## config.mk

```make
export PLATFORM = sky130hd
export DESIGN_NAME = nstg_regs
export DESIGN_NICKNAME = d
export VERILOG_FILES = /design/src/rtl/note_sequencer_tone_generator_assert.svh /design/src/rtl/nstg_pkg.sv /design/src/rtl/nstg_regs.sv
export SDC_FILE = /design/constraint.sdc
export NUM_CORES = 1
export LEC_CHECK = 0
export ABC_AREA = 0
export BUFFER_PORTS_ARGS = -buffer_cell sky130_fd_sc_hd__buf_2
export CORE_MARGIN = 2
export CORE_UTILIZATION = 35
export CTS_BUF_LIST = sky130_fd_sc_hd__clkbuf_8
export DETAILED_ROUTE_END_ITERATION = 8
export PLACE_DENSITY_LB_ADDON = 0.12
export REMOVE_ABC_BUFFERS = 1
export SKIP_LAST_GASP = 1
export SYNTH_ARGS = -nofsm -noshare
export SYNTH_HDL_FRONTEND = slang
export SYNTH_SLANG_ARGS = --single-unit
```

## constraint.sdc

```tcl
create_clock -name clk -period 0.8 [get_ports clk]
set_input_delay 0.12 -clock clk [delete_from_list [all_inputs] [get_ports clk]]
set_output_delay 0.12 -clock clk [all_outputs]
set_load 0.02 [all_outputs]
```

## src/rtl/note_sequencer_tone_generator_assert.svh

```systemverilog
// Assertion macros for the melody player.
// Expects clk and arst_n in the scope of the use.
`ifndef NOTE_SEQUENCER_TONE_GENERATOR_ASSERT_SVH
`define NOTE_SEQUENCER_TONE_GENERATOR_ASSERT_SVH

// same-cycle implication
`define NSTG_ASSERT_NOW(lbl, ante, cons, msg) \
	lbl: assert property (@(posedge clk) disable iff (!arst_n) (ante) |-> (cons)) \
		else $error(msg);

// next-cycle implication
`define NSTG_ASSERT_NEXT(lbl, ante, cons, msg) \
	lbl: assert property (@(posedge clk) disable iff (!arst_n) (ante) |=> (cons)) \
		else $error(msg);

`endif

```

## src/rtl/nstg_pkg.sv

```systemverilog
// Shared types and constants of the melody player.
// No dependencies.
`default_nettype none
package nstg_pkg;

	localparam int MAX_NOTES_DEF = 256;

	localparam int ACTION_W = 2;
	localparam int NOTE_W   = 8;
	localparam int FREQ_W   = 16;
	localparam int DUR_W    = 16;
	localparam int TICK_W   = 22;
	localparam int LEN_W    = 9;
	localparam int VOL_W    = 8;
	localparam int LEN_CAP  = 256;
	localparam int ENTRY_W  = FREQ_W + DUR_W;

	localparam int DATA_W   = 32;
	localparam int PADDR_W  = 4;

	localparam int DIV_W     = 15;
	localparam int DIV_CNT_W = 4;
	localparam logic [DIV_W-1:0]     DIVIDEND = 15'd31250;
	localparam logic [DIV_CNT_W-1:0] DIV_LAST = DIV_CNT_W'(DIV_W - 1);
	localparam logic [6:0]           TICK_MUL = 7'd125;

	localparam logic [1:0] REG_VOLUME = 2'd0;
	localparam logic [1:0] REG_LOOP   = 2'd1;
	localparam logic [1:0] REG_LENGTH = 2'd2;

	typedef enum logic [ACTION_W-1:0] {
		ACT_TICK  = 2'd0,
		ACT_LOAD  = 2'd1,
		ACT_START = 2'd2,
		ACT_STOP  = 2'd3
	} action_t;

	typedef enum logic [2:0] {
		ST_IDLE,
		ST_READ,
		ST_LOAD,
		ST_DIV,
		ST_FINISH
	} state_t;

	typedef struct packed {
		logic [VOL_W-1:0] volume;
		logic             loop_enable;
		logic [LEN_W-1:0] song_length;
	} cfg_t;

	typedef struct packed {
		logic exec;
		logic rd_en;
		logic load;
		logic div_step;
		logic out_load;
	} cmd_t;

	typedef struct packed {
		logic need_select;
		logic rest;
		logic div_last;
	} sts_t;

	typedef struct packed {
		logic [VOL_W-1:0]  level;
		logic              gate;
		logic              playing;
		logic [NOTE_W-1:0] current_note;
		logic              song_ended;
	} res_t;

endpackage
`default_nettype wire

```

## src/rtl/nstg_regs.sv

```systemverilog
// APB-style configuration registers: volume, loop enable, song length.
// Depends on nstg_pkg.
`default_nettype none
module nstg_regs (
	input  wire logic                          clk,
	input  wire logic                          arst_n,
	input  wire logic                          psel,
	input  wire logic                          penable,
	input  wire logic                          pwrite,
	input  wire logic [nstg_pkg::PADDR_W-1:0]  paddr,
	input  wire logic [nstg_pkg::DATA_W-1:0]   pwdata,
	output      logic [nstg_pkg::DATA_W-1:0]   prdata,
	output      logic                          pready,
	output      nstg_pkg::cfg_t                cfg
);
	import nstg_pkg::*;

	cfg_t       cfg_q;
	logic       wr_en;
	logic [1:0] reg_idx;

	assign reg_idx = paddr[3:2];
	assign wr_en   = psel && penable && pwrite;
	assign pready  = 1'b1;
	assign cfg     = cfg_q;

	always_ff @(posedge clk or negedge arst_n) begin
		if (!arst_n) begin
			cfg_q.volume      <= '0;
			cfg_q.loop_enable <= 1'b0;
			cfg_q.song_length <= LEN_W'(1);
		end else if (wr_en) begin
			case (reg_idx)
				REG_VOLUME: cfg_q.volume      <= pwdata[VOL_W-1:0];
				REG_LOOP:   cfg_q.loop_enable <= pwdata[0];
				REG_LENGTH: cfg_q.song_length <= pwdata[LEN_W-1:0];
				default: ;
			endcase
		end
	end

	always_comb begin
		case (reg_idx)
			REG_VOLUME: prdata = DATA_W'(cfg_q.volume);
			REG_LOOP:   prdata = DATA_W'(cfg_q.loop_enable);
			REG_LENGTH: prdata = DATA_W'(cfg_q.song_length);
			default:    prdata = '0;
		endcase
	end
endmodule
`default_nettype wire

```

== After elaboration in Yosys (flattened, before gate mapping) ==
Cells that the tools add are included.
Cells by class
  eq/ne operators: 2
  muxes and demuxes: 1
  reduce and logical (&&, ||, !) cells: 6
Operators by type and width (number)
  $pmux W9 S3: 1
  $reduce_and A2 Y1: 3
  $eq A2 B1 Y1 const B: 1
  $eq A2 B2 Y1 const B: 1
  $logic_and A1 B1 Y1: 2
  $logic_not A2 Y1: 1
Storage, ports and cells
  bits in registers: 18
  output and inout port bits: 51

== Depth between registers and ports, before layout ==
Gate-level depths: netlist of run 1.
  depth after elaboration: 3
  mapped depth: 4
  mapped depth without buffers: 3

== Worst setup path before layout of run 1 ==
Ideal clock, no wire load.
  kind: register -> output
  start point: register cfg_q (netlist bit cfg[0])
  end point: output prdata[0] in the netlist's numbering
  arrival time: 1.147 ns
  setup slack: -0.467 ns
  cell stages (with the launch flop): 3
  cell sequence: dfstp_2 > mux2i_1 > o21ai_0
On the way
  word-level cells in the longest chain between the ends: 1
Ends and longest elaborated chain
  from (decl): line nstg_regs.sv:18  | cfg_t cfg_q;
  $pmux W9 S3: line nstg_regs.sv:43  | case (reg_idx)
  to (decl): line nstg_regs.sv:12  | output logic [nstg_pkg::DATA_W-1:0] prdata,
Every way passes these cells.

== Final worst setup path of run 1 ==
Same ends and word-level chain as after synthesis.

==> out/qor.yml, run 1 <==
power:
  power.density_mw_per_mm2: 2340
  intPower_mw: 2.64
  power_frac_clock_pct: 16.0
  leakagePower_nw: 0.907
  comb_power_share_pct: 51.4
  switchingPower_mw: 1.35
  vdd_drop_max_uv: 1840
  sw_frac_of_total_pct: 33.8
  power_frac_seq_pct: 32.6
  total_power_mw: 3.99
timing:
  fmax_ghz: 0.802
  hold_ws_ns: 0.111
  final_hold_viol_count: 0
  fin_worst_skew_ns: 0
  period_share_pct: 156
  drv_slew: 0
  layout_min_cycle_time_ns: 1.25
  fin_setup_tns_ns: -8.12
  rsz0062_at_grt: "yes"
  setup_viol: 43
  layout_setup_ws_ns: -0.447
placement:
  gp_congestion: 0.709
  portBuffers: 42
  dpl-instance-area_mm2: 0.00126
  place_ws_ns: -0.390
  numPlacedInstances: 168
  dp_hpwl_mm: 1.59
synth:
  yosys.area.top_type_share_pct: 41.1
  synth_cell_types: 15
  ys_seq_area_share_pct: 43.7
  syn-instance-count: 87
  synth_area_leaders: "dfrtp_1 41%, mux2_2 20%, buf_4 19%, mux2i_1 7.7%, dfstp_2 2.5%"
  syn_area_mm2: 0.00103
  yosysWarnings: 0
  synth_area_leader_cell: "dfrtp_1"
  syn_avg_cell_area_um2: 11.9
  ys_ff_latch: 18
routing:
  routed_wl_mm: 2.37
  routedWlPerCell_um: 12.5
  drc_errors: 0
  via_per_inst: 4.42
  drt_iter0_drc: 20
  ant_nets: 0
  via_count: 836
  drt-pass1-iter-count: 3
clock_network:
  cts_root_buf: "clkbuf_8"
  clkTransAtPathRegs_ns: 0.07
  cts_made_buffers: 3
  cts_tree: "built"
  clk_path_buf_depth: 2
  clkSinkCount: 18
  clock_latency_ns: 0.25
  htreeDepth: 1
grt:
  grt_pass1_vias: 780
  grt_usage_pct: 14.5
  overflow: 0
  grt_pass1_wl_mm: 3.69
  antenna_found_initial: 0
  grt_max_degree: 19
worst_setup_path:
  crit_fanout: 2
  crit_arrival_ns: 1.13
  start_kind: "register"
  required_ns: 0.68
  criticalPathCategory: "register to output port"
  worst_setup_path_end_kind: "output port"
floorplanning:
  ios: 92
  fp.dieH_um: 58.4
  rows: 19
  die_x_um: 58.4
  dieArea_mm2: 0.00341
  start_util_pct: 37.2
  core-area_mm2: 0.00278
job:
  cap_violations: 0
worst_hold_path:
  min_path_type: "input port to register"
layout:
  n_antenna_cell: 0
  largest_register_ffs: 18
  finish.utilization_pct: 61.4
  nets: 200
  stdcell_count: 189
  fill_cells: 227
  area_delta_synth_final_pct: 65.1
  drive_above_1_share_pct: 60.8
  layout_commonest_cell: "buf_6"
  fin_area_mm2: 0.00171
  final_cell_mix: "39 x buf_6, 24 x conb_1, 20 x buf_2"
status:
  status: "complete, but fails checks"
  violations: "setup timing"
cell usage after synthesis:
cell / count
mux2_2: 18
dfstp_2: 1
nand3b_1: 1
clkbuf_1: 1
and3b_1: 1
buf_4: 26
o21ai_0: 1
mux2i_1: 8
nor3_4: 1
dfrtp_1: 17
nor3b_2: 1
nor2_1: 7
nor3b_1: 1
conb_1: 2
nand3_2: 1
power groups by stage:
stage	clock [mW]	sequential (mW)	combinational [mW]
2_1_floorplan	0	1.55	0.479
3_3_place_gp	0	1.29	1.23
3_5_place_dp	0	1.30	1.24
4_1_cts	0.670	1.29	1.79
5_1_grt	0.717	1.33	2.18
6_report	0.638	1.30	2.05
logic make-up after synthesis:
family                 after synthesis  synth area share (%)
AOI/OAI and AO/OA                    1                 0.483
muxes                               26                  27.3
other                                2                 0.726
DFF                                 18                  43.7
and+or+nand+nor                     13                  8.59
buffers and inverters               27                  19.2
routing by layer:
layer,up-vias,part of all wire [%],global-route usage (%)
li1,390,-,-
met3,2,7.5,3.96
met4,0,0.72,3.99
met2,41,47,22.5
met5,-,0,0
met1,403,45,20.0
final timing paths:
| check | from | end | slack, ns | cells after the start |
|---|---|---|---|---|
| setup / recovery | cfg[0] | prdata[0] | -0.45 | 3 |
| hold / removal | pwdata[8] | cfg[8] | 0.11 | 2 |
| setup reg to reg | cfg[8] | cfg[8] | -0.18 | 3 |
| hold reg to reg | cfg[11] | cfg[11] | 0.55 | 1 |
| max in group asynchronous | arst_n | cfg[0] | 0.14 | 2 |
| min in group asynchronous | arst_n | cfg[5] | 0.33 | 2 |
final cells by class:
cell class | instances | area [um^2] | share of cell area [%]
Timing Repair Buffer | 72 | 639 | 37.4
Tap cell | 31 | 38.8 | 2.27
Sequential cell | 18 | 452 | 26.4
Multi-Input combinational cell | 64 | 533 | 31.2
Clock inverter | 1 | 3.75 | 0.220
Clock buffer | 3 | 41.3 | 2.42
critical path, stage by stage (launching register included):
cell	delay, ns
dfstp_2	0.53
mux2i_1	0.07
o21ai_1	0.13
buf_4	0.16
repair_timing:
item | in CTS | in global routing
setup buffers | 8 | 9
gates resized for setup | 55 | 21
hold buffers | 1 | 0
pin swaps | 4 | 3
endpoints found under the hold margin | 17 | 0
endpoints found under the setup margin | 44 | 45
Power figures use the tool's default switching activity.
==> run 2: changes to the inputs <==
- GPL_TIMING_DRIVEN: default -> 0
==> run 2 against run 1 <==
  * The flow still finishes with violations (setup timing)
  * Non-clock buffer count fell by 8
  * Combinational power fell by 3%
  * Fmax rose by 0.80%
  * Wire length fell by 5.3%
  * Sequential power barely moved
  * Total power rose by 0.48%
  * Die area did not move
  * Core utilization fell by 1.6 points
  * Worst hold slack got worse by 0.010 ns
  * Count of clock-buffer cells in the layout rose by 1
  * Highest routed layer unchanged
==> out/qor.yml, run 2 (synthesized netlist as in run 1, its figures left out) <==
routing:
  routed_wl_mm: 2.24  # was 2.37 mm
  drc_errors: 0  # unchanged
  via_count: 807  # was 836
  drt-pass1-iter-count: 3  # unchanged
  ant_nets: 0  # unchanged
  via_per_inst: 4.46  # was 4.42
  drt_iter0_drc: 29  # was 20
  routedWlPerCell_um: 12.4  # was 12.5 um
worst_hold_path:
  min_path_type: "input port to register"  # unchanged
worst_setup_path:
  worst_setup_path_end_kind: "output port"  # unchanged
  criticalPathCategory: "register to output port"  # unchanged
  crit_arrival_ns: 1.12  # was 1.13 ns
  start_kind: "register"  # unchanged
  crit_fanout: 2  # unchanged
  r2r_slack_ns: -0.09  # was -0.18 ns
  required_ns: 0.68  # about the same
floorplanning:
  rows: 19  # unchanged
  start_util_pct: 37.2  # unchanged
  dieArea_mm2: 0.00341  # unchanged
  core-area_mm2: 0.00278  # unchanged
  ios: 92  # unchanged
  die_x_um: 58.4  # unchanged
  fp.dieH_um: 58.4  # unchanged
grt:
  grt_max_degree: 19  # unchanged
  overflow: 0  # unchanged
  grt_usage_pct: 14.4  # was 14.5%
  antenna_found_initial: 0  # unchanged
  grt_pass1_wl_mm: 3.62  # was 3.69 mm
  grt_pass1_vias: 796  # was 780
timing:
  layout_setup_ws_ns: -0.437  # was -0.447 ns
  fmax_ghz: 0.809  # was 0.802 GHz
  period_share_pct: 155  # was 156%
  fin_worst_skew_ns: 0  # unchanged
  rsz0062_at_grt: "yes"  # unchanged
  setup_viol: 43  # unchanged
  drv_slew: 0  # unchanged
  final_hold_viol_count: 0  # unchanged
  layout_min_cycle_time_ns: 1.24  # was 1.25 ns
layout:
  nets: 192  # was 200
  fill_cells: 235  # was 227
  drive_above_1_share_pct: 59.3  # was 60.8%
  n_antenna_cell: 0  # unchanged
  largest_register_ffs: 18  # unchanged
  finish.utilization_pct: 59.8  # was 61.4%
  area_delta_synth_final_pct: 60.7  # was 65.1%
  layout_commonest_cell: "buf_6"  # unchanged
  final_cell_mix: "39 x buf_6, 24 x conb_1, 18 x buf_2"  # was 39 x buf_6, 24 x conb_1, 20 x buf_2
clock_network:
  clkSinkCount: 18  # unchanged
  clock_latency_ns: 0.25  # about the same
  cts_made_buffers: 3  # unchanged
  cts_root_buf: "clkbuf_8"  # unchanged
  clkTransAtPathRegs_ns: 0.07  # about the same
  htreeDepth: 1  # unchanged
  cts_tree: "built"  # unchanged
  clk_path_buf_depth: 2  # unchanged
status:
  status: "complete, but fails checks"  # unchanged
  violations: "setup timing"  # unchanged
job:
  cap_violations: 0  # unchanged
power:
  sw_frac_of_total_pct: 32.9  # was 33.8%
  switchingPower_mw: 1.32  # was 1.35 mW
  power_frac_seq_pct: 31.9  # was 32.6%
  total_power_mw: 4.01  # was 3.99 mW
  power_frac_clock_pct: 18.4  # was 16.0%
  leakagePower_nw: 0.865  # was 0.907 nW
  vdd_drop_max_uv: 1450  # was 1840 uV
  power.density_mw_per_mm2: 2410  # was 2340 mW/mm^2
  intPower_mw: 2.69  # was 2.64 mW
  comb_power_share_pct: 49.7  # was 51.4%
placement:
  dp_hpwl_mm: 1.46  # was 1.59 mm
  portBuffers: 42  # unchanged
  gp_congestion: 0.649  # was 0.709
==> run 2: final timing paths <==
path / from / end / cells after the start
worst max-delay path: cfg[0] / prdata[0] / 3
worst min-delay path: pwdata[8] / cfg[8] / 2
worst max register to register: cfg[4] / cfg[4] / 2
worst min register to register: cfg[10] / cfg[10] / 1
max in group asynchronous: arst_n / cfg[0] / 2
min in group asynchronous: arst_n / cfg[16] / 2
==> run 2: cell type report <==
class	count	area (um^2)	share of cell area, %
Timing Repair Buffer	64	599	36.0
Tap cell	31	38.8	2.33
Clock buffer	4	55.1	3.31
Multi-Input combinational cell	64	518	31.2
Sequential cell	18	452	27.2
==> run 2: metal layers <==
metal	wire [um]	global-route usage, %	vias to the layer above
li1	-	-	373
met1	959	18.7	389
met2	1090	22.8	41
met3	157	2.86	4
met4	31	6.98	0
met5	0	0	-
==> run 2: what timing repair did <==
item | CTS | global route
endpoints found under the hold margin | 17 | 0
endpoints found under the setup margin | 45 | 45
pin swaps | 3 | 3
setup buffers | 21 | 2
cloned | 0 | 0
gates resized for setup | 76 | 3
hold buffers | 1 | 0
==> run 2: power by group through the flow <==
stage                     sequential (mW)  combinational, mW  clock [mW]
final                                1.28               1.99       0.738
after global routing                 1.30               2.13       0.807
after global placement               1.29               1.14           0
after CTS                            1.28               2.01       0.768
after floorplan                      1.55              0.479           0
after detailed placement             1.30               1.15           0
==> run 2: critical path: stages, from the launching register on <==
cell	delay, ns
dfstp_2	0.53
mux2i_1	0.07
o21ai_1	0.12
buf_4	0.15
==> run 2: stage by stage <==
step	area (um^2)	cells	setup TNS (ns)	setup slack, ns	hold slack [ns]
floorplan	918	82	-6.93	-0.467	-0.176
global route	1660	181	-9.11	-0.503	0.0962
detailed placement	1170	155	-14.63	-0.930	0.0793
finish	1660	181	-7.69	-0.437	0.101
global placement	1170	155	-14.86	-0.955	0.0862
CTS	1660	181	-7.97	-0.458	0.0969
==> run 3: changes to the inputs <==
- CELL_PAD_IN_SITES_DETAIL_PLACEMENT: default -> 0
- CELL_PAD_IN_SITES_GLOBAL_PLACEMENT: default -> 1
- CORE_UTILIZATION: 35 -> 24
==> run 3 against run 2 <==
  * The run still ends with setup timing left
  * Sequential share of layout area decreased by 0.22 points
  * Critical path depth unchanged
  * Cell count increased by 9.4%
  * Global-route usage decreased by 3.4 points
  * Critical endpoint unchanged
  * Highest routed layer unchanged
==> out/qor.yml, run 3 (synthesized netlist as in run 1, its figures left out) <==
timing:
  fin_worst_skew_ns: 0  # unchanged
  drv_slew: 0  # unchanged
  hold_ws_ns: 0.101  # about the same
  final_hold_viol_count: 0  # unchanged
  setup_viol: 42  # was 43
  period_share_pct: 156  # was 155%
  layout_setup_ws_ns: -0.451  # was -0.437 ns
  fmax_ghz: 0.800  # was 0.809 GHz
  rsz0062_at_grt: "yes"  # unchanged
  layout_min_cycle_time_ns: 1.25  # was 1.24 ns
power:
  power_frac_clock_pct: 16.5  # was 18.4%
  intPower_mw: 2.58  # was 2.69 mW
  power.density_mw_per_mm2: 2330  # was 2410 mW/mm^2
  switchingPower_mw: 1.34  # was 1.32 mW
  sw_frac_of_total_pct: 34.2  # was 32.9%
  vdd_drop_max_uv: 893  # was 1450 uV
  power_frac_seq_pct: 32.8  # was 31.9%
  comb_power_share_pct: 50.8  # was 49.7%
  leakagePower_nw: 0.859  # was 0.865 nW
  total_power_mw: 3.91  # was 4.01 mW
layout:
  nets: 190  # was 192
  final_cell_mix: "36 x buf_6, 24 x conb_1, 18 x buf_2"  # was 39 x buf_6, 24 x conb_1, 18 x buf_2
  layout_commonest_cell: "buf_6"  # unchanged
  fin_area_mm2: 0.00168  # was 0.00166 mm^2
  fill_cells: 414  # was 235
  n_antenna_cell: 0  # unchanged
  stdcell_count: 198  # was 181
  drive_above_1_share_pct: 58.1  # was 59.3%
  largest_register_ffs: 18  # unchanged
  area_delta_synth_final_pct: 62.0  # was 60.7%
worst_setup_path:
  crit_fanout: 2  # unchanged
  worst_setup_path_end_kind: "output port"  # unchanged
  criticalPathCategory: "register to output port"  # unchanged
  crit_arrival_ns: 1.13  # was 1.12 ns
  rr_endpoint: "cfg[0]"  # was cfg[4]
  ff2ff_path_depth: 3  # was 2
  required_ns: 0.68  # about the same
  r2r_start: "cfg[0]"  # was cfg[4]
  start_kind: "register"  # unchanged
  r2r_slack_ns: -0.12  # was -0.09 ns
floorplanning:
  rows: 23  # was 19
  die_x_um: 69.7  # was 58.4 um
  start_util_pct: 25.3  # was 37.2%
  core-area_mm2: 0.00409  # was 0.00278 mm^2
  ios: 92  # unchanged
  dieArea_mm2: 0.00485  # was 0.00341 mm^2
  fp.dieH_um: 69.7  # was 58.4 um
placement:
  gp_congestion: 0.636  # was 0.649
  dp_hpwl_mm: 1.63  # was 1.46 mm
  dpl-instance-area_mm2: 0.00119  # was 0.00117 mm^2
  portBuffers: 42  # unchanged
  numPlacedInstances: 174  # was 155
clock_network:
  cts_root_buf: "clkbuf_8"  # unchanged
  htreeDepth: 1  # unchanged
  clock_latency_ns: 0.25  # about the same
  cts_tree: "built"  # unchanged
  cts_made_buffers: 3  # unchanged
  clkSinkCount: 18  # unchanged
  clk_path_buf_depth: 2  # unchanged
  clkTransAtPathRegs_ns: 0.07  # about the same
worst_hold_path:
  min_path_type: "input port to register"  # unchanged
  hold_end: "cfg[8]"  # unchanged
  worstHoldStart: "pwdata[8]"  # unchanged
  hold_depth: 2  # unchanged
grt:
  antenna_found_initial: 0  # unchanged
  grt_pass1_vias: 825  # was 796
  grt_max_degree: 19  # unchanged
  overflow: 0  # unchanged
  grt_pass1_wl_mm: 4.13  # was 3.62 mm
  grt_usage_pct: 10.9  # was 14.4%
routing:
  drt-pass1-iter-count: 2  # was 3
  via_per_inst: 4.02  # was 4.46
  routed_wl_mm: 2.69  # was 2.24 mm
  drt_iter0_drc: 16  # was 29
  ant_nets: 0  # unchanged
  routedWlPerCell_um: 13.6  # was 12.4 um
  drc_errors: 0  # unchanged
  via_count: 796  # was 807
job:
  cap_violations: 0  # unchanged
status:
  violations: "setup timing"  # unchanged
  status: "complete, but fails checks"  # unchanged
## run 3: worst max-delay path by stage
stage                endpoint  startpoint  cells past startpoint  slack, ns
floorplan           prdata[0]      cfg[0]                      2      -0.47
global placement       cfg[8]    paddr[3]                      3      -1.05
detailed placement     cfg[2]    paddr[3]                      3      -1.05
CTS                 prdata[0]      cfg[0]                      3      -0.46
global route        prdata[0]      cfg[0]                      3      -0.51
finish              prdata[0]      cfg[0]                      3      -0.45
## run 3: power by group through the flow
stage               registers [mW]  clock network (mW)  logic (mW)
floorplan                     1.55                   0       0.479
global placement              1.29                   0        1.15
detailed placement            1.30                   0        1.16
CTS                           1.28               0.691        1.92
global route                  1.31               0.728        2.10
finish                        1.28               0.644        1.99
## run 3: final cells by class
type | count | area [um^2] | share of cell area, %
Clock buffer | 3 | 41.3 | 2.46
Multi-Input combinational cell | 64 | 522 | 31.1
Sequential cell | 18 | 452 | 26.9
Tap cell | 50 | 62.6 | 3.73
Timing Repair Buffer | 62 | 596 | 35.5
Clock inverter | 1 | 3.75 | 0.224
## run 3: routing by layer
metal	share of wire (%)	wire length, um	vias up	GRT usage, %
met1	42	1120	386	12.8
met5	0	0	-	0
li1	-	-	367	-
met4	0.52	14	0	4.49
met3	6.7	181	2	2.62
met2	51	1380	41	19.0
## run 3: critical path, cell delays in order, from the launching register on
cell and delay [ns]:
dfstp_2 0.53, mux2i_1 0.07, o21ai_1 0.13, buf_4 0.16
## run 3: metrics by stage
stage | utilization (%) | setup TNS [ns] | setup slack [ns]
6_report | 41.0 | -7.65 | -0.451
5_1_grt | 41.0 | -9.27 | -0.508
4_1_cts | 40.0 | -7.84 | -0.462
3_5_place_dp | 29.1 | -16.47 | -1.05
3_3_place_gp | 29.1 | -16.53 | -1.05
2_1_floorplan | - | -6.93 | -0.467
## run 3: repair_timing
item	CTS	global route
hold buffers	1	0
setup buffers	17	6
endpoints found under the hold margin	17	0
pin swaps	3	5
setup endpoints to repair	45	45
resized for setup	70	11
