<file path="src/rtl/note_sequencer_tone_generator_assert.svh">
// Assertion macros for the melody player.
// Expects clk and arst_n in the scope of the use.
`ifndef NOTE_SEQUENCER_TONE_GENERATOR_ASSERT_SVH
`define NOTE_SEQUENCER_TONE_GENERATOR_ASSERT_SVH

// same-cycle implication
`define NSTG_ASSERT_NOW(lbl, ante, cons, msg) \
	lbl: assert property (@(posedge clk) disable iff (!arst_n) (ante) |-> (cons)) \
		else $error(msg);

// next-cycle implication
`define NSTG_ASSERT_NEXT(lbl, ante, cons, msg) \
	lbl: assert property (@(posedge clk) disable iff (!arst_n) (ante) |=> (cons)) \
		else $error(msg);

`endif

</file>
<file path="src/rtl/nstg_pkg.sv">
// Shared types and constants of the melody player.
// No dependencies.
`default_nettype none
package nstg_pkg;

	localparam int MAX_NOTES_DEF = 256;

	localparam int ACTION_W = 2;
	localparam int NOTE_W   = 8;
	localparam int FREQ_W   = 16;
	localparam int DUR_W    = 16;
	localparam int TICK_W   = 22;
	localparam int LEN_W    = 9;
	localparam int VOL_W    = 8;
	localparam int LEN_CAP  = 256;
	localparam int ENTRY_W  = FREQ_W + DUR_W;

	localparam int DATA_W   = 32;
	localparam int PADDR_W  = 4;

	localparam int DIV_W     = 15;
	localparam int DIV_CNT_W = 4;
	localparam logic [DIV_W-1:0]     DIVIDEND = 15'd31250;
	localparam logic [DIV_CNT_W-1:0] DIV_LAST = DIV_CNT_W'(DIV_W - 1);
	localparam logic [6:0]           TICK_MUL = 7'd125;

	localparam logic [1:0] REG_VOLUME = 2'd0;
	localparam logic [1:0] REG_LOOP   = 2'd1;
	localparam logic [1:0] REG_LENGTH = 2'd2;

	typedef enum logic [ACTION_W-1:0] {
		ACT_TICK  = 2'd0,
		ACT_LOAD  = 2'd1,
		ACT_START = 2'd2,
		ACT_STOP  = 2'd3
	} action_t;

	typedef enum logic [2:0] {
		ST_IDLE,
		ST_READ,
		ST_LOAD,
		ST_DIV,
		ST_FINISH
	} state_t;

	typedef struct packed {
		logic [VOL_W-1:0] volume;
		logic             loop_enable;
		logic [LEN_W-1:0] song_length;
	} cfg_t;

	typedef struct packed {
		logic exec;
		logic rd_en;
		logic load;
		logic div_step;
		logic out_load;
	} cmd_t;

	typedef struct packed {
		logic need_select;
		logic rest;
		logic div_last;
	} sts_t;

	typedef struct packed {
		logic [VOL_W-1:0]  level;
		logic              gate;
		logic              playing;
		logic [NOTE_W-1:0] current_note;
		logic              song_ended;
	} res_t;

endpackage
`default_nettype wire

</file>
<file path="src/rtl/nstg_ctrl.sv">
// Controller state machine: accepts an action, sequences table read,
// divide and result transfer. Depends on nstg_pkg.
`default_nettype none
module nstg_ctrl (
	input  wire logic           clk,
	input  wire logic           arst_n,
	input  wire logic           in_valid,
	output      logic           in_ready,
	output      logic           out_valid,
	input  wire logic           out_ready,
	input  wire nstg_pkg::sts_t sts,
	output      nstg_pkg::cmd_t cmd
);
	import nstg_pkg::*;

	state_t state_q;
	state_t state_d;
	logic   out_valid_q;

	assign out_valid = out_valid_q;

	always_ff @(posedge clk or negedge arst_n) begin
		if (!arst_n) begin
			state_q     <= ST_IDLE;
			out_valid_q <= 1'b0;
		end else begin
			state_q <= state_d;
			if (cmd.out_load) begin
				out_valid_q <= 1'b1;
			end else if (out_ready) begin
				out_valid_q <= 1'b0;
			end
		end
	end

	always_comb begin
		state_d  = state_q;
		in_ready = 1'b0;
		cmd      = '0;
		case (state_q)
			ST_IDLE: begin
				in_ready = 1'b1;
				if (in_valid) begin
					cmd.exec = 1'b1;
					state_d  = sts.need_select ? ST_READ : ST_FINISH;
				end
			end
			ST_READ: begin
				cmd.rd_en = 1'b1;
				state_d   = ST_LOAD;
			end
			ST_LOAD: begin
				cmd.load = 1'b1;
				state_d  = sts.rest ? ST_FINISH : ST_DIV;
			end
			ST_DIV: begin
				cmd.div_step = 1'b1;
				if (sts.div_last) begin
					state_d = ST_FINISH;
				end
			end
			ST_FINISH: begin
				// hold until the output slot is free
				if (!out_valid_q || out_ready) begin
					cmd.out_load = 1'b1;
					state_d      = ST_IDLE;
				end
			end
			default: state_d = ST_IDLE;
		endcase
	end
endmodule
`default_nettype wire

</file>
<file path="config.mk">
export PLATFORM = sky130hd
export DESIGN_NAME = nstg_ctrl
export DESIGN_NICKNAME = d
export VERILOG_FILES = /design/src/rtl/note_sequencer_tone_generator_assert.svh /design/src/rtl/nstg_pkg.sv /design/src/rtl/nstg_ctrl.sv
export SDC_FILE = /design/constraint.sdc
export NUM_CORES = 1
export LEC_CHECK = 0
export ABC_CLOCK_PERIOD_IN_PS = 2400
export BUFFER_PORTS_ARGS = -buffer_cell sky130_fd_sc_hd__clkbuf_2
export CAP_MARGIN = 20
export CORE_AREA = 2 2 39 41
export CTS_CLUSTER_DIAMETER = 100
export DETAILED_ROUTE_END_ITERATION = 10
export DIE_AREA = 0 0 41 43
export SLEW_MARGIN = 20
export SYNTH_ARGS = -nofsm -noshare
export SYNTH_HDL_FRONTEND = slang
export SYNTH_SLANG_ARGS = --single-unit
export TNS_END_PERCENT = 5
</file>
<file path="constraint.sdc">
create_clock -name clk -period 2.4 [get_ports clk]
set_clock_uncertainty 0.05 [all_clocks]
set_input_delay 0.36 -clock clk [delete_from_list [all_inputs] [get_ports clk]]
set_output_delay 0.36 -clock clk [all_outputs]
set_load 0.02 [all_outputs]
</file>
# Yosys cells after proc, flatten, opt, wreduce, memory -nomap -nowiden
# Cells that the tools add are included.
dict set report totals {
  register_bits 4
  mem_count 0
  wordCells 30
  output_inout_bits 7
  mem_bits_rw 0
  rom_bits 0
  latchBits 0
}
dict set report classes {
  bitwise 0
  multipliers 0
  addsub 0
  n_mux 16
  reduce_logical 5
  n_eq_ne 7
  magnitude_cmp 0
  shift 0
  div_mod_pow 0
}
# op count
set ops {}
lappend ops {{$mux W3} 5}
lappend ops {{$pmux W3 S5} 1}
lappend ops {{$mux W1} 10}
lappend ops {{$eq A3 B2 Y1 const B} 2}
lappend ops {{$ne A2 B2 Y1 const B} 3}
lappend ops {{$eq A3 B1 Y1 const B} 1}
lappend ops {{$eq A3 B3 Y1 const B} 1}
lappend ops {{$logic_not A3 Y1} 1}
lappend ops {{$reduce_and A3 Y1} 1}
lappend ops {{$reduce_bool A2 Y1} 1}
lappend ops {{$logic_not A1 Y1} 1}
lappend ops {{$logic_or A1 B1 Y1} 1}

# Depth between registers and ports, before layout
# Gate-level depths: netlist of run 1.
dict set report depth {
  word_depth 5
  ltp_mapped 4
  ltp_nobuf 3
}

# Worst setup path after synthesis of run 1
# No wires, ideal clock.
dict set report synth_timing {
  path_kind {register to output}
  from {reg state_q[0]}
  to {out cmd[4] in the netlist's numbering}
  path_slack_ns 0.843
  n_path_buf 1
  stages_incl_launch_ff 4
  arrival_time_ns 1.147
  cell_sequence {dfrtp_1 buf_6 nor3_2 and2_1}
}
# item line
set synth_lines {}
lappend synth_lines {{start: declaration} nstg_ctrl.sv:16} ;# state_t state_q;
lappend synth_lines {{start signal: assignment} nstg_ctrl.sv:27} ;# state_q <= state_d;
lappend synth_lines {{end: declaration} nstg_ctrl.sv:12} ;# output nstg_pkg::cmd_t cmd

==> results of run 1 <==
## through the flow
stage	instances	instance area (sq um)	hold WS (ns)	util (%)
global placement	58	347.8	0.1243	25.14
global route	62	380.4	0.3992	27.49
finish	62	380.4	0.3667	27.49
CTS	62	380.4	0.3611	27.49
detailed placement	58	347.8	0.1269	25.14
floorplan	32	290.3	0.01441	-
## worst max-delay path, delay by kind of cell (launching register included)
kind | cells | cell delay (ns)
and+or+nand+nor | 2 | 0.39
buffers and inverters | 1 | 0.16
DFF | 1 | 0.48
## cells by family (layout without fill, tap and decap cells)
| logic type | count (synthesis) | count (layout) |
|---|---|---|
| AO/OA/AOI/OAI | 4 | 4 |
| multiplexers | 1 | 1 |
| buffers and inverters | 4 | 18 |
| AND/OR/NAND/NOR | 19 | 19 |
| flip-flops | 4 | 4 |
## timing repair
item	in CTS	in global routing
endpoints found under the hold margin	4	0
hold buffers	1	0
buffers inserted	0	0
## power by group through the flow
stage	clock [W]	combinational (W)	sequential, W
2_1_floorplan	0	0.000252	0.000122
3_3_place_gp	0	0.000252	0.000162
3_5_place_dp	0	0.000253	0.000166
4_1_cts	0.0000907	0.000255	0.000165
5_1_grt	0.0000953	0.000276	0.000174
6_report	0.0000861	0.000251	0.000164
## per-layer routing
metal	wire, um	part of all wire, %	global-route usage [%]
met1	271	44	9.772
met2	301	49	11.25
met3	38	6.2	1.571
met4	0	0	8.000
met5	0	0	0
## layout by cell type, fill, tap and decap left out, drive strengths merged
master,instances
inv,1
o211a,1
nor3,3
dlygate4sd3,1
a2bb2oi,1
nand2b,1
clkbuf,16
a31o,1
and3b,1
nor3b,2
dfrtp,4
and2b,1
nor2,4
nand2,4
and2,1
o31ai,1
nor2b,1
mux2i,1
and3,1
## flip-flops by register name, summed over array words and instances (netlist names)
register   count
state_q        3
out_valid      1
## area by class of cell
class | instances | area (sq um)
Fill cell | 153 | 1003
Timing Repair Buffer | 14 | 75.07
Clock buffer | 3 | 22.52
Sequential cell | 4 | 100.1
Multi-Input combinational cell | 24 | 158.9
Tap cell | 16 | 20.02
Inverter | 1 | 3.754
## path summary, 6_finish.rpt
| kind | start | to | slack (ns) |
|---|---|---|---|
| min in group asynchronous | arst_n | state_q[1] | 0.41 |
| worst max register to register | state_q[1] | state_q[2] | 1.14 |
| worst max-delay path | state_q[0] | cmd[0] | 0.72 |
| worst min register to register | out_valid | out_valid | 0.48 |
| max in group asynchronous | arst_n | state_q[0] | 1.76 |
| worst min-delay path | out_ready | out_valid | 0.37 |
==> impl_metrics.py, run 1 <==
metrics = {
    "floorplanning": {
        "rows": 14,
        "start_util_pct": 20.98,
        "ios": 14,
        "die_y_um": 43,
        "core_area_sq_mm": 0.001384,
        "dieArea_sq_mm": 0.001763,
        "die-width_um": 41,
    },
    "route": {
        "antenna_left": 0,
        "drt_first_pass_iters": 2,
        "dr.first_iter.drc_count": 5,
        "viasPerCell": 4.290,
        "drcViolationCount": 0,
        "num_vias": 266,
        "avgRoutedWirePerCell_um": 9.839,
        "totalWireLength_um": 610,
    },
    "yosys": {
        "synth-simple-area-share_pct": 39.22,
        "synth_compound_area_share_pct": 12.07,
        "yosysWarnings": 0,
        "ys_seq_elements": 4,
        "synthXorXnorAreaFrac_pct": 0,
        "synth_top_family_by_area": "simple AND/OR/NAND/NOR gates",
        "netlist_instances": 32,
        "netlist_area_sq_um": 290.3,
        "synth_top_area_cell": "dfrtp_1",
        "synth_adder_area_share_pct": 0,
        "postSynthAreaPerCell_sq_um": 9.071,
        "synth.area.top_cells": "dfrtp_1, buf_6, nor3_2",
        "synthMuxAreaShare_pct": 3.448,
        "synth_cell_types": 20,
        "synth_nets": 39,
        "synth_top_area_share_pct": 34.48,
        "yosys-top-cells-count": "dfrtp_1, nand2_1, nor2_1",
        "synth_edf_count": 0,
        "yosys_most_used_dff": "dfrtp_1",
        "yosysSeqAreaShare_pct": 34.48,
        "async_reset_ff_share_pct": 100.0,
    },
    "power_and_ir_drop": {
        "ir_drop_mv": 0.4791,
        "p_per_area_mw_per_mm2": 1317,
        "power.total_w": 0.0005008,
        "p_leak_nw": 0.2036,
        "p_int_w": 0.0002704,
        "p_comb_share_pct": 50.1,
        "sequentialPowerShare_pct": 32.7,
        "swShare_pct": 46.01,
        "power_switching_w": 0.0002304,
        "clkPwrFrac_pct": 17.2,
    },
    "critical_path": {
        "path_class": "register to output port",
        "arrival_ns": 1.27,
        "crit_slowest_cell": "dfrtp_1",
        "worstRegToRegCells": 3,
        "cp_max_fo": 10,
        "endpoint_kind": "output port",
        "crit_chain": "nor2_1 > and3_1 > clkbuf_2",
        "required_ns": 1.99,
        "start_kind": "register",
        "cp_slowest_stage_delay_ns": 0.48,
    },
    "clock_tree": {
        "cts-root-buf": "clkbuf_4",
        "numCtsBuffers": 3,
        "cts.sinks": 4,
        "cts_resized": 0,
        "cts_tree": "yes",
        "h-tree-depth": 1,
        "insertion_delay_ns": 0.24,
        "clock_path_buffers": 2,
        "clkSlewWorstSetupHoldPaths_ns": 0.04,
    },
    "global_route": {
        "grt_pass1_vias": 230,
        "grt_max_degree": 13,
        "antenna_found_initial": 0,
        "track_usage_pct": 8.165,
        "grt-ovfl-total": 0,
        "grt_pass1_wl_um": 945,
    },
    "timing": {
        "worst_slack_ns": 0.7247,
        "finalHoldViolCount": 0,
        "setup-tns-final_ns": 0,
        "drv_slew": 0,
        "min_period_ns": 1.675,
        "timing.fmax_ghz": 0.5969,
        "slew-limit-headroom_pct": 77.49,
        "setup_viol": 0,
        "grt_setup_unrepaired": "false",
        "timing.final.crit_share_pct": 69.80,
        "max_slew.worst_pin.slew_ns": 0.3376,
    },
    "layout": {
        "nets": 55,
        "final_layout_size_suffix_gt1_share_pct": 41.30,
        "area_growth_pct": 31.03,
        "diodes": 0,
    },
    "hold_path": {
        "hold_path_class": "primary input to register",
        "holdPathStages": 3,
    },
    "placed_design": {
        "place_ws_ns": 0.9747,
        "gp_congestion": 0.6562,
        "dp_hpwl_um": 454.9,
        "io_buffers": 13,
    },
    "outcome": {
        "status": "complete, no violations",
    },
    "job": {
        "maxCapViolations": 0,
    },
}
No activity file was read; power rests on OpenSTA's default activity.
==> run 2, diff against run 1 <==
--- a/config.mk
+++ b/config.mk
@@ -5,7 +5,7 @@
 export SDC_FILE = /design/constraint.sdc
 export NUM_CORES = 1
 export LEC_CHECK = 0
-export ABC_CLOCK_PERIOD_IN_PS = 2400
+export ABC_CLOCK_PERIOD_IN_PS = 1600
 export BUFFER_PORTS_ARGS = -buffer_cell sky130_fd_sc_hd__clkbuf_2
 export CAP_MARGIN = 20
 export CORE_AREA = 2 2 39 41
==> constraint.sdc (replaced) <==
create_clock -name clk -period 1.6 [get_ports clk]
set_clock_uncertainty 0.05 [all_clocks]
set_input_delay 0.24 -clock clk [delete_from_list [all_inputs] [get_ports clk]]
set_output_delay 0.24 -clock clk [all_outputs]
set_load 0.02 [all_outputs]
==> run 2 against run 1 <==
  * Largest power group unchanged
  * Clock-buffer cell count unchanged
  * Global-route usage unchanged
  * Combinational power increased by 52%
  * Sequential power up 55%
  * Register-to-register slack got worse by 0.71 ns
  * Clock power grew 53%
  * Critical path type unchanged
==> impl_metrics.py, run 2 (synthesis results as in run 1) <==
metrics = {
    "timing": {
        "timing.final.crit_share_pct": 93.87,
        "finalHoldViolCount": 0,
        "setup_viol": 0,
        "max_slew.worst_pin.slew_ns": 0.3334,
        "slew-limit-headroom_pct": 77.78,
        "min_period_ns": 1.502,
        "grt_setup_unrepaired": "false",
        "timing.fmax_ghz": 0.6658,
        "drv_slew": 0,
        "setup-tns-final_ns": 0,
    },
    "route": {
        "totalWireLength_um": 626,
        "drt_first_pass_iters": 4,
        "avgRoutedWirePerCell_um": 10.10,
        "num_vias": 269,
        "dr.first_iter.drc_count": 4,
        "viasPerCell": 4.339,
        "route.met2.wl_um": 306,
        "highest_layer": "met3",
        "dr_wl_met3_um": 38,
        "drcViolationCount": 0,
        "met1_length_um": 281,
        "antenna_left": 0,
    },
    "clock_tree": {
        "insertion_delay_ns": 0.24,
        "cts_setup_buffers": 0,
        "clock_path_buffers": 2,
        "cts-root-buf": "clkbuf_4",
        "h-tree-depth": 1,
        "clkSlewWorstSetupHoldPaths_ns": 0.04,
        "cts_tree": "yes",
        "cts.sinks": 4,
        "numCtsBuffers": 3,
    },
    "layout": {
        "register_area_sq_um": 102.6,
        "diodes": 0,
        "final_common_cell": "clkbuf_2",
        "nets": 55,
        "area_growth_pct": 32.76,
        "final_layout_size_suffix_gt1_share_pct": 47.83,
        "layoutNonFillerInstCount": 62,
        "largest_reg_flops": 3,
        "layout_common_cells": "clkbuf_2, nand2_1, nor2_1, clkbuf_4",
        "fillCellCount": 152,
        "multi_input_area_sq_um": 161.4,
        "regMostFlops": "state_q",
    },
    "power_and_ir_drop": {
        "swShare_pct": 46.03,
        "p_leak_nw": 0.2012,
        "p_comb_share_pct": 49.7,
        "p_per_area_mw_per_mm2": 1987,
        "clkPwrFrac_pct": 17.2,
        "sequentialPowerShare_pct": 33.1,
        "ir_drop_mv": 0.8020,
        "p_int_w": 0.0004133,
        "power_switching_w": 0.0003525,
        "power.total_w": 0.0007658,
    },
    "critical_path": {
        "arrival_ns": 1.21,
        "r2r_start": "state_q[1]",
        "crit_slowest_cell": "dfrtp_2",
        "path_class": "register to output port",
        "cp_max_fo": 10,
        "worstRegToRegCells": 3,
        "start_kind": "register",
        "critPathLaunch": "state_q[0]",
        "required_ns": 1.31,
        "crit_chain": "nor3_2 > and2_1 > clkbuf_2",
        "endpoint_kind": "output port",
        "cp_slowest_stage_delay_ns": 0.47,
    },
    "floorplanning": {
        "core_area_sq_mm": 0.001384,
        "start_util_pct": 20.98,
        "ios": 14,
        "rows": 14,
        "die_y_um": 43,
        "dieArea_sq_mm": 0.001763,
        "die-width_um": 41,
    },
    "global_route": {
        "antenna_found_initial": 0,
        "grt_pass1_vias": 230,
        "grt_pass1_wl_um": 945,
        "track_usage_pct": 8.165,
        "grt_max_degree": 13,
        "grt-ovfl-total": 0,
    },
    "outcome": {
        "status": "complete, no violations",
    },
    "placed_design": {
        "place_inst": 58,
        "gp_congestion": 0.6563,
        "dp_hpwl_um": 454.9,
        "io_buffers": 13,
    },
    "job": {
        "maxCapViolations": 0,
    },
    "hold_path": {
        "holdPathStages": 3,
        "min-delay-start": "out_ready",
        "hold_path_class": "primary input to register",
    },
}
-- run 2: repair_timing --
action,in CTS,in global routing
gates resized for setup,0,3
endpoints found under the setup margin,0,2
endpoints found under the hold margin,4,0
hold buffers,1,0
-- run 2: through the flow --
| stage | setup WS [ns] | instance area (sq um) | hold slack, ns | utilization [%] |
|---|---|---|---|---|
| finish | 0.09811 | 385.4 | 0.2470 | 27.85 |
| global route | 0.03568 | 385.4 | 0.2791 | 27.85 |
| CTS | 0.02232 | 380.4 | 0.2411 | 27.49 |
| detailed placement | 0.2947 | 347.8 | 0.006852 | 25.14 |
| global placement | 0.3187 | 347.8 | 0.004341 | 25.14 |
| floorplan | 0.1628 | 290.3 | -0.1056 | - |
-- run 2: worst paths after layout --
path | endpoint | slack [ns]
max reg2reg | state_q[2] | 0.43
min | out_valid | 0.25
min in group asynchronous | state_q[1] | 0.29
max in group asynchronous | state_q[0] | 1.07
min reg2reg | out_valid | 0.48
max | cmd[4] | 0.1
-- run 2: power by group through the flow --
stage	clock network (W)	registers [W]	logic [W]
floorplan	0	0.000184	0.000378
global placement	0	0.000243	0.000378
detailed placement	0	0.000248	0.000380
CTS	0.000136	0.000248	0.000383
global route	0.000143	0.000270	0.000417
finish	0.000132	0.000254	0.000381
-- run 2: metal layers --
| metal | track usage (%) | vias to the layer above |
|---|---|---|
| li1 | - | 138 |
| met1 | 9.772 | 126 |
| met2 | 11.25 | 5 |
| met3 | 1.571 | 0 |
| met4 | 8.000 | 0 |
| met5 | 0 | - |
-- run 2: area by class of cell --
type	instances	area share, %
timing repair buffer	14	19.48
clock buffer	3	5.844
tap	16	5.195
multi-input combinational	24	41.88
inverter	1	0.9740
sequential	4	26.62
-- run 2: worst max-delay path: cells and delay by family (launching register included) --
kind / cells / cell delay (ns)
DFF: 1 / 0.47
buffers and inverters: 1 / 0.16
and+or+nand+nor: 2 / 0.35
==> run 3, diff against run 2 <==
--- a/config.mk
+++ b/config.mk
@@ -9,9 +9,10 @@
 export BUFFER_PORTS_ARGS = -buffer_cell sky130_fd_sc_hd__clkbuf_2
 export CAP_MARGIN = 20
 export CORE_AREA = 2 2 39 41
-export CTS_CLUSTER_DIAMETER = 100
+export CTS_CLUSTER_DIAMETER = 150
 export DETAILED_ROUTE_END_ITERATION = 10
 export DIE_AREA = 0 0 41 43
+export RECOVER_POWER = 100
 export SLEW_MARGIN = 20
 export SYNTH_ARGS = -nofsm -noshare
 export SYNTH_HDL_FRONTEND = slang
==> run 3 against run 2 <==
  * Clock-buffer cell count stayed put
  * Utilization decreased by 0.81 points
  * Combinational power shrank 4%
  * Die area did not move
  * Worst hold slack got worse by 0.0019 ns
  * Critical path type unchanged
  * Clock power about the same
==> impl_metrics.py, run 3 (synthesis results as in run 1) <==
metrics = {
    "clock_tree": {
        "clkSlewWorstSetupHoldPaths_ns": 0.04,
        "cts_setup_buffers": 0,
        "cts.sinks": 4,
        "clock_path_buffers": 2,
        "insertion_delay_ns": 0.24,
        "h-tree-depth": 1,
        "cts_tree": "yes",
        "numCtsBuffers": 3,
        "cts-root-buf": "clkbuf_4",
    },
    "global_route": {
        "grt-ovfl-total": 0,
        "grt_pass1_wl_um": 945,
        "grt_max_degree": 13,
        "grt_pass1_vias": 230,
        "track_usage_pct": 8.165,
        "antenna_found_initial": 0,
    },
    "route": {
        "route.met2.wl_um": 298,
        "num_vias": 271,
        "dr.first_iter.drc_count": 6,
        "antenna_left": 0,
        "met1_length_um": 284,
        "drcViolationCount": 0,
        "drt_first_pass_iters": 4,
        "avgRoutedWirePerCell_um": 10.21,
        "dr_wl_met3_um": 50,
        "highest_layer": "met3",
        "viasPerCell": 4.371,
        "totalWireLength_um": 633,
    },
    "layout": {
        "final_common_cell": "clkbuf_2",
        "final_layout_size_suffix_gt1_share_pct": 34.78,
        "regMostFlops": "state_q",
        "nets": 55,
        "layout_common_cells": "clkbuf_2, clkbuf_1, nand2_1",
        "diodes": 0,
        "fillCellCount": 158,
        "area_growth_pct": 28.88,
        "largest_reg_flops": 3,
    },
    "placed_design": {
        "place_ws_ns": 0.2947,
        "dp_hpwl_um": 454.9,
        "gp_congestion": 0.6563,
        "io_buffers": 13,
    },
    "power_and_ir_drop": {
        "ir_drop_mv": 0.8013,
        "sequentialPowerShare_pct": 33.7,
        "p_leak_nw": 0.1832,
        "swShare_pct": 46.66,
        "power_switching_w": 0.0003491,
        "p_per_area_mw_per_mm2": 2000,
        "p_comb_share_pct": 48.7,
        "p_int_w": 0.0003991,
        "clkPwrFrac_pct": 17.5,
    },
    "floorplanning": {
        "core_area_sq_mm": 0.001384,
        "ios": 14,
        "die-width_um": 41,
        "dieArea_sq_mm": 0.001763,
        "start_util_pct": 20.98,
        "rows": 14,
        "die_y_um": 43,
    },
    "critical_path": {
        "required_ns": 1.31,
        "cp_max_fo": 10,
        "arrival_ns": 1.21,
        "start_kind": "register",
        "endpoint_kind": "output port",
        "path_class": "register to output port",
        "worstRegToRegCells": 3,
    },
    "timing": {
        "worst_slack_ns": 0.1031,
        "finalHoldViolCount": 0,
        "setup-tns-final_ns": 0,
        "timing.final.crit_share_pct": 93.55,
        "min_period_ns": 1.497,
        "max_slew.worst_pin.slew_ns": 0.3345,
        "timing.fmax_ghz": 0.6681,
        "slew-limit-headroom_pct": 77.70,
        "setup_viol": 0,
        "drv_slew": 0,
        "grt_setup_unrepaired": "false",
    },
    "hold_path": {
        "holdPathStages": 3,
        "hold_path_class": "primary input to register",
    },
    "job": {
        "maxCapViolations": 0,
    },
    "outcome": {
        "status": "complete, no violations",
    },
}
-- run 3: cell counts in the layout (fill, tap and decap cells not counted) --
Identical to the previous run, type by type.
-- run 3: area by class of cell --
cell class,instances,area [sq um],share of cell area [%]
Inverter,1,3.754,1.003
Clock buffer,3,22.52,6.020
Sequential cell,4,102.6,27.42
Multi-Input combinational cell,24,156.4,41.81
Tap cell,16,20.02,5.351
Timing Repair Buffer,14,68.82,18.39
-- run 3: path summary, 6_finish.rpt --
| kind | startpoint | endpoint | slack, ns |
|---|---|---|---|
| setup / recovery | state_q[0] | cmd[4] | 0.10 |
| min in group asynchronous | arst_n | out_valid | 0.31 |
| max in group asynchronous | arst_n | state_q[0] | 0.98 |
| setup reg to reg | state_q[1] | state_q[2] | 0.39 |
| hold / removal | out_ready | out_valid | 0.25 |
| hold reg to reg | out_valid | out_valid | 0.48 |
-- run 3: per-stage QoR --
stage / instances / power (W) / hold WS (ns) / util, % / area, sq um
final: 62 / 0.0007482 / 0.2452 / 27.03 / 374.1
after global routing: 62 / 0.0008114 / 0.2791 / 27.03 / 374.1
after CTS: 62 / 0.0007672 / 0.2411 / 27.49 / 380.4
after detailed placement: 58 / 0.0006284 / 0.006852 / 25.14 / 347.8
after global placement: 58 / 0.0006219 / 0.004341 / 25.14 / 347.8
after floorplan: 32 / 0.0005619 / -0.1056 / - / 290.3
-- run 3: timing repair --
action | in CTS | in global routing
hold buffers | 1 | 0
gates resized for setup | 0 | 3
endpoints found under the setup margin | 0 | 2
hold endpoints to repair | 4 | 0
-- run 3: power by group through the flow --
stage / Clock, W / Combinational (W) / Sequential (W)
floorplan: 0 / 0.000378 / 0.000184
global placement: 0 / 0.000378 / 0.000243
detailed placement: 0 / 0.000380 / 0.000248
CTS: 0.000136 / 0.000383 / 0.000248
global route: 0.000143 / 0.000401 / 0.000268
finish: 0.000131 / 0.000365 / 0.000252
-- run 3: worst max-delay path, stage by stage, from the launching register on --
cell and delay [ns]:
dfrtp_2 0.47, nor3_2 0.20, and2_1 0.14, clkbuf_2 0.16
-- run 3: layer usage --
| layer | vias to the layer above | global-route usage [%] |
|---|---|---|
| li1 | 139 | - |
| met1 | 123 | 9.772 |
| met2 | 9 | 11.25 |
| met3 | 0 | 1.571 |
| met4 | 0 | 8.000 |
| met5 | - | 0 |
